`config.mk`:
```
export PLATFORM = sky130hd
export DESIGN_NAME = angle_kalman_filter_top
export DESIGN_NICKNAME = d
export VERILOG_FILES = /design/src/rtl/akf_pkg.sv /design/src/rtl/angle_kalman_filter_top.sv /design/src/rtl/akf_mul.sv /design/src/rtl/akf_div.sv
export SDC_FILE = /design/constraint.sdc
export NUM_CORES = 2
export LEC_CHECK = 0
export BUFFER_PORTS_ARGS = -buffer_cell sky130_fd_sc_hd__buf_2
export CAP_MARGIN = 10
export CORE_MARGIN = 1
export CORE_UTILIZATION = 50
export DETAILED_ROUTE_END_ITERATION = 8
export PLACE_DENSITY = 0.66
export SYNTH_ARGS = -nofsm -noshare
export SYNTH_HDL_FRONTEND = slang
export SYNTH_HIERARCHICAL = 1
export SYNTH_SLANG_ARGS = --single-unit
```
`constraint.sdc`:
```
create_clock -name i_clk -period 10.22 [get_ports i_clk]
set_input_delay 1.022 -clock i_clk [delete_from_list [all_inputs] [get_ports i_clk]]
set_output_delay 1.022 -clock i_clk [all_outputs]
set_load 0.01 [all_outputs]
```
`src/rtl/akf_pkg.sv`:
```
`timescale 1ns / 1ps
// ----------------------------------------------------------------------------
// akf_pkg
// Shared types, reset values and helpers of the angle Kalman filter.
// ----------------------------------------------------------------------------
package akf_pkg;

    localparam int unsigned CfgW       = 31;
    localparam int unsigned DataW      = 32;
    localparam logic [CfgW-1:0] ApnReset = 31'd16777;
    localparam logic [CfgW-1:0] BpnReset = 31'd50332;
    localparam logic [CfgW-1:0] MnReset  = 31'd503316;

    typedef enum logic [1:0] {
        REG_APN = 2'd0,
        REG_BPN = 2'd1,
        REG_MN  = 2'd2,
        REG_NONE = 2'd3
    } t_reg_idx;

    typedef enum logic [3:0] {
        S_IDLE,
        S_RATE,
        S_INNER,
        S_Y,
        S_MUL_ISSUE,
        S_MUL_WAIT,
        S_DIV_ISSUE,
        S_DIV_WAIT,
        S_OUT
    } t_state;

    typedef enum logic [3:0] {
        OP_DT_RATE,
        OP_DT_BB,
        OP_DT_INNER,
        OP_BPN_DT,
        OP_K0_Y,
        OP_K1_Y,
        OP_K0_A,
        OP_K0_B,
        OP_K1_A,
        OP_K1_B
    } t_mul_op;

    typedef struct packed {
        logic              start;
        logic signed [31:0] a;
        logic signed [31:0] b;
    } t_mul_req;

    typedef struct packed {
        logic              start;
        logic signed [31:0] num;
        logic signed [32:0] den;
    } t_div_req;

    function automatic logic signed [31:0] f_sat32(input logic signed [65:0] v);
        logic signed [31:0] r;
        if (v > 66'sh0_7FFF_FFFF) begin
            r = 32'sh7FFF_FFFF;
        end else if (v < -66'sh0_8000_0000) begin
            r = 32'sh8000_0000;
        end else begin
            r = v[31:0];
        end
        return r;
    endfunction

endpackage

```
`src/rtl/angle_kalman_filter_top.sv`:
```
`timescale 1ns / 1ps
// ----------------------------------------------------------------------------
// angle_kalman_filter_top
// Two-state (angle, gyro bias) Kalman filter in Q16.16 / Q8.24 fixed point.
// ----------------------------------------------------------------------------
// Input transfer: i_in_valid with angle, rate and time step; o_in_stall is
// high while an item is being filtered. Output transfer: o_out_valid with
// o_angle_estimate, held while i_out_stall is high. One result per item.
// Each item runs through a sequencer that shares one bit-serial multiplier
// (ten products, each with its issue step) and one restoring divider (two
// gains; no iterations when the innovation variance is zero), plus four
// steps of its own: rate, inner, innovation and output. Between items the
// sequencer returns to its idle step before it takes the next transfer.
// The result sits in an output register, so the next item is taken while it
// waits; a stalled receiver holds a finished item only at its final step.
// Noise registers sit on the APB port at 0x0, 0x4, 0x8; the user must write
// them only while the block is idle; it is not enforced. Reset clears the state
// and covariance to zero and loads the noise registers with their defaults.
// ----------------------------------------------------------------------------
module angle_kalman_filter_top
    import akf_pkg::*;
(
    input  logic               i_clk,
    input  logic               i_rst_n,
    input  logic               i_in_valid,
    output logic               o_in_stall,
    input  logic signed [31:0] i_measured_angle,
    input  logic signed [31:0] i_measured_rate,
    input  logic [15:0]        i_time_step,
    output logic               o_out_valid,
    input  logic               i_out_stall,
    output logic signed [31:0] o_angle_estimate,
    input  logic               psel,
    input  logic               penable,
    input  logic               pwrite,
    input  logic [3:0]         paddr,
    input  logic [31:0]        pwdata,
    output logic [31:0]        prdata,
    output logic               pready
);
    t_state  r_state, n_state;
    t_mul_op r_op, n_op;
    logic    r_div_sel, n_div_sel;
    logic [CfgW-1:0] r_apn, r_bpn, r_mn;
    logic signed [31:0] r_ma, n_ma;
    logic signed [31:0] r_mr, n_mr;
    logic [15:0]        r_dt, n_dt;
    logic signed [31:0] r_rate, n_rate, r_t, n_t, r_inner, n_inner;
    logic signed [31:0] r_k0, n_k0, r_k1, n_k1, r_y, n_y, r_a, n_a, r_b, n_b;
    logic signed [31:0] r_ang, n_ang, r_bias, n_bias;
    logic signed [31:0] r_aa, n_aa, r_ab, n_ab, r_ba, n_ba, r_bb, n_bb;
    logic               r_ov, n_ov;
    logic signed [31:0] r_oe, n_oe;
    t_mul_req mul_req;
    t_div_req div_req;
    logic               mul_done, div_done;
    logic signed [63:0] prod;
    logic signed [31:0] quot;
    logic signed [65:0] p16, p24;
    logic signed [31:0] dt_s;
    t_reg_idx widx;
    logic     wr_en;

    akf_mul u_mul (
        .i_clk(i_clk), .i_rst_n(i_rst_n), .i_req(mul_req),
        .o_done(mul_done), .o_prod(prod)
    );

    akf_div u_div (
        .i_clk(i_clk), .i_rst_n(i_rst_n), .i_req(div_req),
        .o_done(div_done), .o_quot(quot)
    );

    // configuration
    assign pready = 1'b1;
    assign widx   = t_reg_idx'(paddr[3:2]);
    assign wr_en  = psel && penable && pwrite;

    always_ff @(posedge i_clk) begin
        if (!i_rst_n) begin
            r_apn <= ApnReset;
            r_bpn <= BpnReset;
            r_mn  <= MnReset;
        end else if (wr_en) begin
            unique case (widx)
                REG_APN: r_apn <= pwdata[CfgW-1:0];
                REG_BPN: r_bpn <= pwdata[CfgW-1:0];
                REG_MN:  r_mn  <= pwdata[CfgW-1:0];
                default: ;
            endcase
        end
    end

    always_comb begin
        unique case (widx)
            REG_APN: prdata = {1'b0, r_apn};
            REG_BPN: prdata = {1'b0, r_bpn};
            REG_MN:  prdata = {1'b0, r_mn};
            default: prdata = '0;
        endcase
    end

    assign dt_s = $signed({16'd0, r_dt});
    assign p16  = 66'(prod >>> 16);
    assign p24  = 66'(prod >>> 24);

    // operand select of the shared multiplier and the divider
    always_comb begin
        mul_req.start = (r_state == S_MUL_ISSUE);
        case (r_op)
            OP_DT_RATE:  begin mul_req.a = dt_s; mul_req.b = r_rate; end
            OP_DT_BB:    begin mul_req.a = dt_s; mul_req.b = r_bb; end
            OP_DT_INNER: begin mul_req.a = dt_s; mul_req.b = r_inner; end
            OP_BPN_DT:   begin mul_req.a = $signed({1'b0, r_bpn}); mul_req.b = dt_s; end
            OP_K0_Y:     begin mul_req.a = r_k0; mul_req.b = r_y; end
            OP_K1_Y:     begin mul_req.a = r_k1; mul_req.b = r_y; end
            OP_K0_A:     begin mul_req.a = r_k0; mul_req.b = r_a; end
            OP_K0_B:     begin mul_req.a = r_k0; mul_req.b = r_b; end
            OP_K1_A:     begin mul_req.a = r_k1; mul_req.b = r_a; end
            default:     begin mul_req.a = r_k1; mul_req.b = r_b; end
        endcase
        div_req.start = (r_state == S_DIV_ISSUE);
        div_req.num   = r_div_sel ? r_ba : r_aa;
        div_req.den   = 33'(r_aa) + $signed({2'b00, r_mn});
    end

    always_comb begin
        n_state = r_state; n_op = r_op; n_div_sel = r_div_sel;
        n_ma = r_ma; n_mr = r_mr; n_dt = r_dt;
        n_rate = r_rate; n_t = r_t; n_inner = r_inner;
        n_k0 = r_k0; n_k1 = r_k1; n_y = r_y; n_a = r_a; n_b = r_b;
        n_ang = r_ang; n_bias = r_bias;
        n_aa = r_aa; n_ab = r_ab; n_ba = r_ba; n_bb = r_bb;
        n_ov = r_ov && i_out_stall;
        n_oe = r_oe;
        unique case (r_state)
            S_IDLE: begin
                if (i_in_valid) begin
                    n_ma = i_measured_angle;
                    n_mr = i_measured_rate;
                    n_dt = i_time_step;
                    n_state = S_RATE;
                end
            end
            S_RATE: begin
                n_rate  = f_sat32(66'(r_mr) - 66'(r_bias));
                n_op    = OP_DT_RATE;
                n_state = S_MUL_ISSUE;
            end
            S_INNER: begin
                n_inner = f_sat32(66'(r_t) - 66'(r_ab) - 66'(r_ba)
                                  + $signed({35'd0, r_apn}));
                n_ab    = f_sat32(66'(r_ab) - 66'(r_t));
                n_ba    = f_sat32(66'(r_ba) - 66'(r_t));
                n_op    = OP_DT_INNER;
                n_state = S_MUL_ISSUE;
            end
            S_Y: begin
                n_y     = f_sat32(66'(r_ma) - 66'(r_ang));
                n_a     = r_aa;
                n_b     = r_ab;
                n_op    = OP_K0_Y;
                n_state = S_MUL_ISSUE;
            end
            S_MUL_ISSUE: n_state = S_MUL_WAIT;
            S_MUL_WAIT: begin
                if (mul_done) begin
                    n_state = S_MUL_ISSUE;
                    case (r_op)
                        OP_DT_RATE: begin
                            n_ang = f_sat32(66'(r_ang) + p16);
                            n_op  = OP_DT_BB;
                        end
                        OP_DT_BB: begin
                            n_t     = f_sat32(p16);
                            n_state = S_INNER;
                        end
                        OP_DT_INNER: begin
                            n_aa = f_sat32(66'(r_aa) + p16);
                            n_op = OP_BPN_DT;
                        end
                        OP_BPN_DT: begin
                            n_bb      = f_sat32(66'(r_bb) + p16);
                            n_div_sel = 1'b0;
                            n_state   = S_DIV_ISSUE;
                        end
                        OP_K0_Y: begin
                            n_ang = f_sat32(66'(r_ang) + p24);
                            n_op  = OP_K1_Y;
                        end
                        OP_K1_Y: begin
                            n_bias = f_sat32(66'(r_bias) + p24);
                            n_op   = OP_K0_A;
                        end
                        OP_K0_A: begin
                            n_aa = f_sat32(66'(r_aa) - p24);
                            n_op = OP_K0_B;
                        end
                        OP_K0_B: begin
                            n_ab = f_sat32(66'(r_ab) - p24);
                            n_op = OP_K1_A;
                        end
                        OP_K1_A: begin
                            n_ba = f_sat32(66'(r_ba) - p24);
                            n_op = OP_K1_B;
                        end
                        default: begin
                            n_bb    = f_sat32(66'(r_bb) - p24);
                            n_state = S_OUT;
                        end
                    endcase
                end
            end
            S_DIV_ISSUE: n_state = S_DIV_WAIT;
            S_DIV_WAIT: begin
                if (div_done) begin
                    if (r_div_sel) begin
                        n_k1    = quot;
                        n_state = S_Y;
                    end else begin
                        n_k0      = quot;
                        n_div_sel = 1'b1;
                        n_state   = S_DIV_ISSUE;
                    end
                end
            end
            S_OUT: begin
                if (!(r_ov && i_out_stall)) begin
                    n_ov    = 1'b1;
                    n_oe    = r_ang;
                    n_state = S_IDLE;
                end
            end
            default: n_state = S_IDLE;
        endcase
    end

    always_ff @(posedge i_clk) begin
        if (!i_rst_n) begin
            r_state <= S_IDLE;
            r_ov    <= 1'b0;
            r_ang   <= '0;
            r_bias  <= '0;
            r_aa    <= '0;
            r_ab    <= '0;
            r_ba    <= '0;
            r_bb    <= '0;
        end else begin
            r_state <= n_state;
            r_ov    <= n_ov;
            r_ang   <= n_ang;
            r_bias  <= n_bias;
            r_aa    <= n_aa;
            r_ab    <= n_ab;
            r_ba    <= n_ba;
            r_bb    <= n_bb;
        end
        r_op <= n_op; r_div_sel <= n_div_sel;
        r_ma <= n_ma; r_mr <= n_mr; r_dt <= n_dt;
        r_rate <= n_rate; r_t <= n_t; r_inner <= n_inner;
        r_k0 <= n_k0; r_k1 <= n_k1; r_y <= n_y; r_a <= n_a; r_b <= n_b;
        r_oe <= n_oe;
    end

    assign o_in_stall       = (r_state != S_IDLE);
    assign o_out_valid      = r_ov;
    assign o_angle_estimate = r_oe;

    a_mul_done_in_wait: assert property (@(posedge i_clk) disable iff (!i_rst_n)
        mul_done |-> r_state == S_MUL_WAIT)
        else $error("multiplier finished outside its wait step");

    a_div_done_in_wait: assert property (@(posedge i_clk) disable iff (!i_rst_n)
        div_done |-> r_state == S_DIV_WAIT)
        else $error("divider finished outside its wait step");

    a_out_from_final: assert property (@(posedge i_clk) disable iff (!i_rst_n)
        $rose(o_out_valid) |-> $past(r_state == S_OUT))
        else $error("result appeared without a finished item");
endmodule

```
`src/rtl/akf_mul.sv`:
```
`timescale 1ns / 1ps
// ----------------------------------------------------------------------------
// akf_mul
// Bit-serial signed 32x32 multiplier, one multiplier bit per cycle.
// ----------------------------------------------------------------------------
module akf_mul
    import akf_pkg::*;
(
    input  logic               i_clk,
    input  logic               i_rst_n,
    input  t_mul_req           i_req,
    output logic               o_done,
    output logic signed [63:0] o_prod
);
    logic [31:0] r_a, n_a;
    logic [31:0] r_hi, n_hi;
    logic [31:0] r_lo, n_lo;
    logic        r_neg, n_neg;
    logic [4:0]  r_cnt, n_cnt;
    logic        r_busy, n_busy;
    logic        r_done, n_done;
    logic [32:0] sum;
    logic [63:0] mag;

    always_comb begin
        n_a    = r_a;
        n_hi   = r_hi;
        n_lo   = r_lo;
        n_neg  = r_neg;
        n_cnt  = r_cnt;
        n_busy = r_busy;
        n_done = 1'b0;
        sum    = {1'b0, r_hi} + (r_lo[0] ? {1'b0, r_a} : 33'd0);
        if (i_req.start) begin
            n_a    = i_req.a[31] ? 32'(-i_req.a) : 32'(i_req.a);
            n_lo   = i_req.b[31] ? 32'(-i_req.b) : 32'(i_req.b);
            n_hi   = '0;
            n_neg  = i_req.a[31] ^ i_req.b[31];
            n_cnt  = '0;
            n_busy = 1'b1;
        end else if (r_busy) begin
            n_hi  = sum[32:1];
            n_lo  = {sum[0], r_lo[31:1]};
            n_cnt = r_cnt + 5'd1;
            if (r_cnt == 5'd31) begin
                n_busy = 1'b0;
                n_done = 1'b1;
            end
        end
    end

    always_ff @(posedge i_clk) begin
        if (!i_rst_n) begin
            r_busy <= 1'b0;
            r_done <= 1'b0;
            r_cnt  <= '0;
        end else begin
            r_busy <= n_busy;
            r_done <= n_done;
            r_cnt  <= n_cnt;
        end
        r_a   <= n_a;
        r_hi  <= n_hi;
        r_lo  <= n_lo;
        r_neg <= n_neg;
    end

    assign mag    = {r_hi, r_lo};
    assign o_prod = r_neg ? -$signed(mag) : $signed(mag);
    assign o_done = r_done;
endmodule

```
`src/rtl/akf_div.sv`:
```
`timescale 1ns / 1ps
// ----------------------------------------------------------------------------
// akf_div
// Restoring gain divider, 1 bit a cycle: sat(num*2^24/den) truncated; 0 if den 0.
// ----------------------------------------------------------------------------
module akf_div
    import akf_pkg::*;
(
    input  logic               i_clk,
    input  logic               i_rst_n,
    input  t_div_req           i_req,
    output logic               o_done,
    output logic signed [31:0] o_quot
);
    logic [55:0] r_q, n_q;
    logic [33:0] r_rem, n_rem;
    logic [32:0] r_d, n_d;
    logic        r_neg, n_neg;
    logic        r_zero, n_zero;
    logic [5:0]  r_cnt, n_cnt;
    logic        r_busy, n_busy;
    logic        r_done, n_done;
    logic [33:0] shifted;
    logic [31:0] num_mag;

    always_comb begin
        n_q    = r_q;
        n_rem  = r_rem;
        n_d    = r_d;
        n_neg  = r_neg;
        n_zero = r_zero;
        n_cnt  = r_cnt;
        n_busy = r_busy;
        n_done = 1'b0;
        num_mag = i_req.num[31] ? 32'(-i_req.num) : 32'(i_req.num);
        shifted = {r_rem[32:0], r_q[55]};
        if (i_req.start) begin
            n_q    = {num_mag, 24'd0};
            n_rem  = '0;
            n_d    = i_req.den[32] ? 33'(-i_req.den) : 33'(i_req.den);
            n_neg  = i_req.num[31] ^ i_req.den[32];
            n_zero = (i_req.den == '0);
            n_cnt  = '0;
            if (i_req.den == '0) begin
                n_done = 1'b1;
            end else begin
                n_busy = 1'b1;
            end
        end else if (r_busy) begin
            n_cnt = r_cnt + 6'd1;
            if (shifted >= {1'b0, r_d}) begin
                n_rem = shifted - {1'b0, r_d};
                n_q   = {r_q[54:0], 1'b1};
            end else begin
                n_rem = shifted;
                n_q   = {r_q[54:0], 1'b0};
            end
            if (r_cnt == 6'd55) begin
                n_busy = 1'b0;
                n_done = 1'b1;
            end
        end
    end

    always_ff @(posedge i_clk) begin
        if (!i_rst_n) begin
            r_busy <= 1'b0;
            r_done <= 1'b0;
            r_cnt  <= '0;
        end else begin
            r_busy <= n_busy;
            r_done <= n_done;
            r_cnt  <= n_cnt;
        end
        r_q    <= n_q;
        r_rem  <= n_rem;
        r_d    <= n_d;
        r_neg  <= n_neg;
        r_zero <= n_zero;
    end

    always_comb begin
        if (r_zero) begin
            o_quot = '0;
        end else if (r_neg) begin
            o_quot = (r_q > 56'h80000000) ? 32'sh8000_0000 : 32'(-r_q);
        end else begin
            o_quot = (r_q > 56'h7FFFFFFF) ? 32'sh7FFF_FFFF : r_q[31:0];
        end
    end
    assign o_done = r_done;
endmodule
```
==> results.toml <==
[routing]
wl_per_cell_um = 28.45
drc_errors = 16
num_vias = 76790
via_per_inst = 6.646
drtAntennaViolNets = 0
routed_wl_um = 328700
drt_iter0_drc = 10020
drtPass1Iterations = 9

[sta]
tightest_slew_ns = 1.233
relSlewSlack_pct = 17.79
slew_violations = 0
hold_viol_final = 0
rsz0062_at_grt = "false"
setup_tns_ns = 0
fin_skew_ns = 0.09595
finalCritPeriodShare_pct = 91.92
period_needed_ns = 9.394
finalSetupViolCount = 0
max_freq_mhz = 106.4

[synth]
yosys_warnings = 6
syn-instance-count = 9350
syn_area_um2 = 78000
synthesis.nets = 10200
syn-mean-instance-area_um2 = 8.342

[die]
core_um2 = 154400
die_w_um = 397.0
dieArea_um2 = 157600
io_pins = 190
num_rows = 144
start_util_pct = 50.51
die_h_um = 397.0

[placement]
place_inst = 11320
place.port_buffers = 184
place.gp.congestion = 1.065
dp_hpwl_um = 252400

[run_status]
violations = "DRC"
status = "complete, but fails checks"

[worst_hold_path]
hp-class = "in2reg"

[layout]
drive_gt1_share_pct = 8.089
reg.largest.list = "u_div/r_q (56), u_div/r_d (33), u_div/r_rem (33)"
top_register = "u_div/r_q"
final_nets = 10240
layoutNonFillerInstCount = 11550
largest_reg_flops = 56
fillerInstances = 14230
syn2layout_area_growth_pct = 9.623

[cts]
clkSinkCount = 899
cts_tree = "yes"
cts_hold_buf = 0
insertion_delay_ns = 0.80
htree_levels = 3
path_clk_slew_ns = 0.07
cts_root_buffer = "clkbuf_16"
post_cts_resize_count = 0
postCtsSetupBuffers = 0
clockBufferDepth = 3
cts_made_buffers = 107

[global_route]
grt_pass1_wl_um = 469600
gr-total-overflow = 0
antenna_found_initial = 45
grt_use_total_pct = 40.32
grt_pass1_vias = 69140
grt_start_max_net_pins = 71

[setup_path]
crit_fanout = 24
required_ns = 10.82
end_kind = "flip-flop"
critPathKind = "reg2reg"
start_kind = "flip-flop"
arrival_ns = 9.99

[power]
irDropWorstVdd_mv = 0.2479
p_per_area_nw_per_um2 = 244.8
power.leakage_nw = 35.71

[job]
cap_violations = 0
[stage by stage]
stage	util (%)	power [W]	worst slack (ns)	area, µm²	hold WS, ns
3_3_place_gp	52.89	0.01623	1.701	81660	0.4593
2_1_floorplan	-	0.01199	3.949	78000	0.4300
5_1_grt	55.33	0.02171	0.9630	85440	0.3960
4_1_cts	55.31	0.02049	1.585	85400	0.3724
6_report	55.38	0.02093	0.8256	85500	0.3973
3_5_place_dp	52.89	0.01632	1.699	81660	0.4640
[critical path: stages, from the launching register on]
cell	delay [ns]
edfxtp_1	0.39
or4_1	0.56
nor4_2	0.62
nand3_1	0.34
nor4_1	0.43
nand2_1	0.46
o21ai_1	0.46
xnor2_4	0.34
inv_1	0.60
ha_1	0.56
nand4_1	0.18
nor2_1	0.18
nand2_1	0.07
o211ai_1	0.30
o221ai_1	0.39
o2111a_1	0.38
a211oi_1	0.66
a211o_1	0.22
a21oi_1	0.08
xnor2_1	0.15
nand4b_1	0.60
and2_1	0.74
a221o_1	0.47
[worst paths after layout]
check / to / cells after the start / from / slack, ns
max: r_ab[27]$_SDFFE_PN0P_ / 22 / u_mul/r_lo[11]$_DFFE_PP_ / 0.83
min reg2reg: r_mn[22]$_SDFFE_PN0P_ / 2 / r_mn[22]$_SDFFE_PN0P_ / 0.47
max reg2reg: r_ab[27]$_SDFFE_PN0P_ / 22 / u_mul/r_lo[11]$_DFFE_PP_ / 0.83
min: r_dt[0]$_DFFE_PP_ / 1 / i_time_step[0] / 0.40
[metal layers]
layer / part of all wire (%) / GRT usage (%) / routed length, µm / up-vias
li1: - / - / - / 34780
met1: 41 / 54.40 / 134400 / 36720
met2: 41 / 56.97 / 133800 / 4338
met3: 12 / 11.54 / 38480 / 913
met4: 6.6 / 23.71 / 21840 / 28
met5: 0.052 / 0 / 172 / -
[placed cells by master, fill, tap and decap left out, types with 100 or more instances in the layout]
| cell type | n |
|---|---|
| clkbuf_16 | 107 |
| nand4_1 | 135 |
| nand2_1 | 993 |
| a211oi_1 | 108 |
| nand2b_1 | 102 |
| xor2_1 | 227 |
| o21ai_1 | 102 |
| mux2i_1 | 104 |
| o21bai_1 | 100 |
| ha_1 | 646 |
| inv_1 | 497 |
| nor3_1 | 189 |
| buf_4 | 169 |
| a21oi_1 | 886 |
| nand3_1 | 190 |
| a21o_1 | 362 |
| buf_2 | 184 |
| o21ai_0 | 573 |
| nor2_1 | 586 |
| xnor2_1 | 411 |
| edfxtp_1 | 505 |
| o21a_1 | 113 |
| dfxtp_1 | 393 |
[power by group]
group          internal [W]  leakage (nW)  switching, W
clock               0.00234          1.77       0.00179
combinational       0.00369          26.2       0.00821
sequential          0.00443          7.73      0.000464
total                0.0105          35.7        0.0105
[layout make-up]
cell class / count / area (µm²) / share of cell area, %
Timing Repair Buffer: 355 / 2220 / 2.596
Tap cell: 2044 / 2557 / 2.991
Antenna cell: 28 / 70.07 / 0.08195
Inverter: 502 / 1886 / 2.205
Clock buffer: 133 / 2829 / 3.309
Clock inverter: 70 / 908.4 / 1.062
Multi-Input combinational cell: 7523 / 51980 / 60.79
Sequential cell: 899 / 23060 / 26.96
Power figures use the tool's default switching activity.
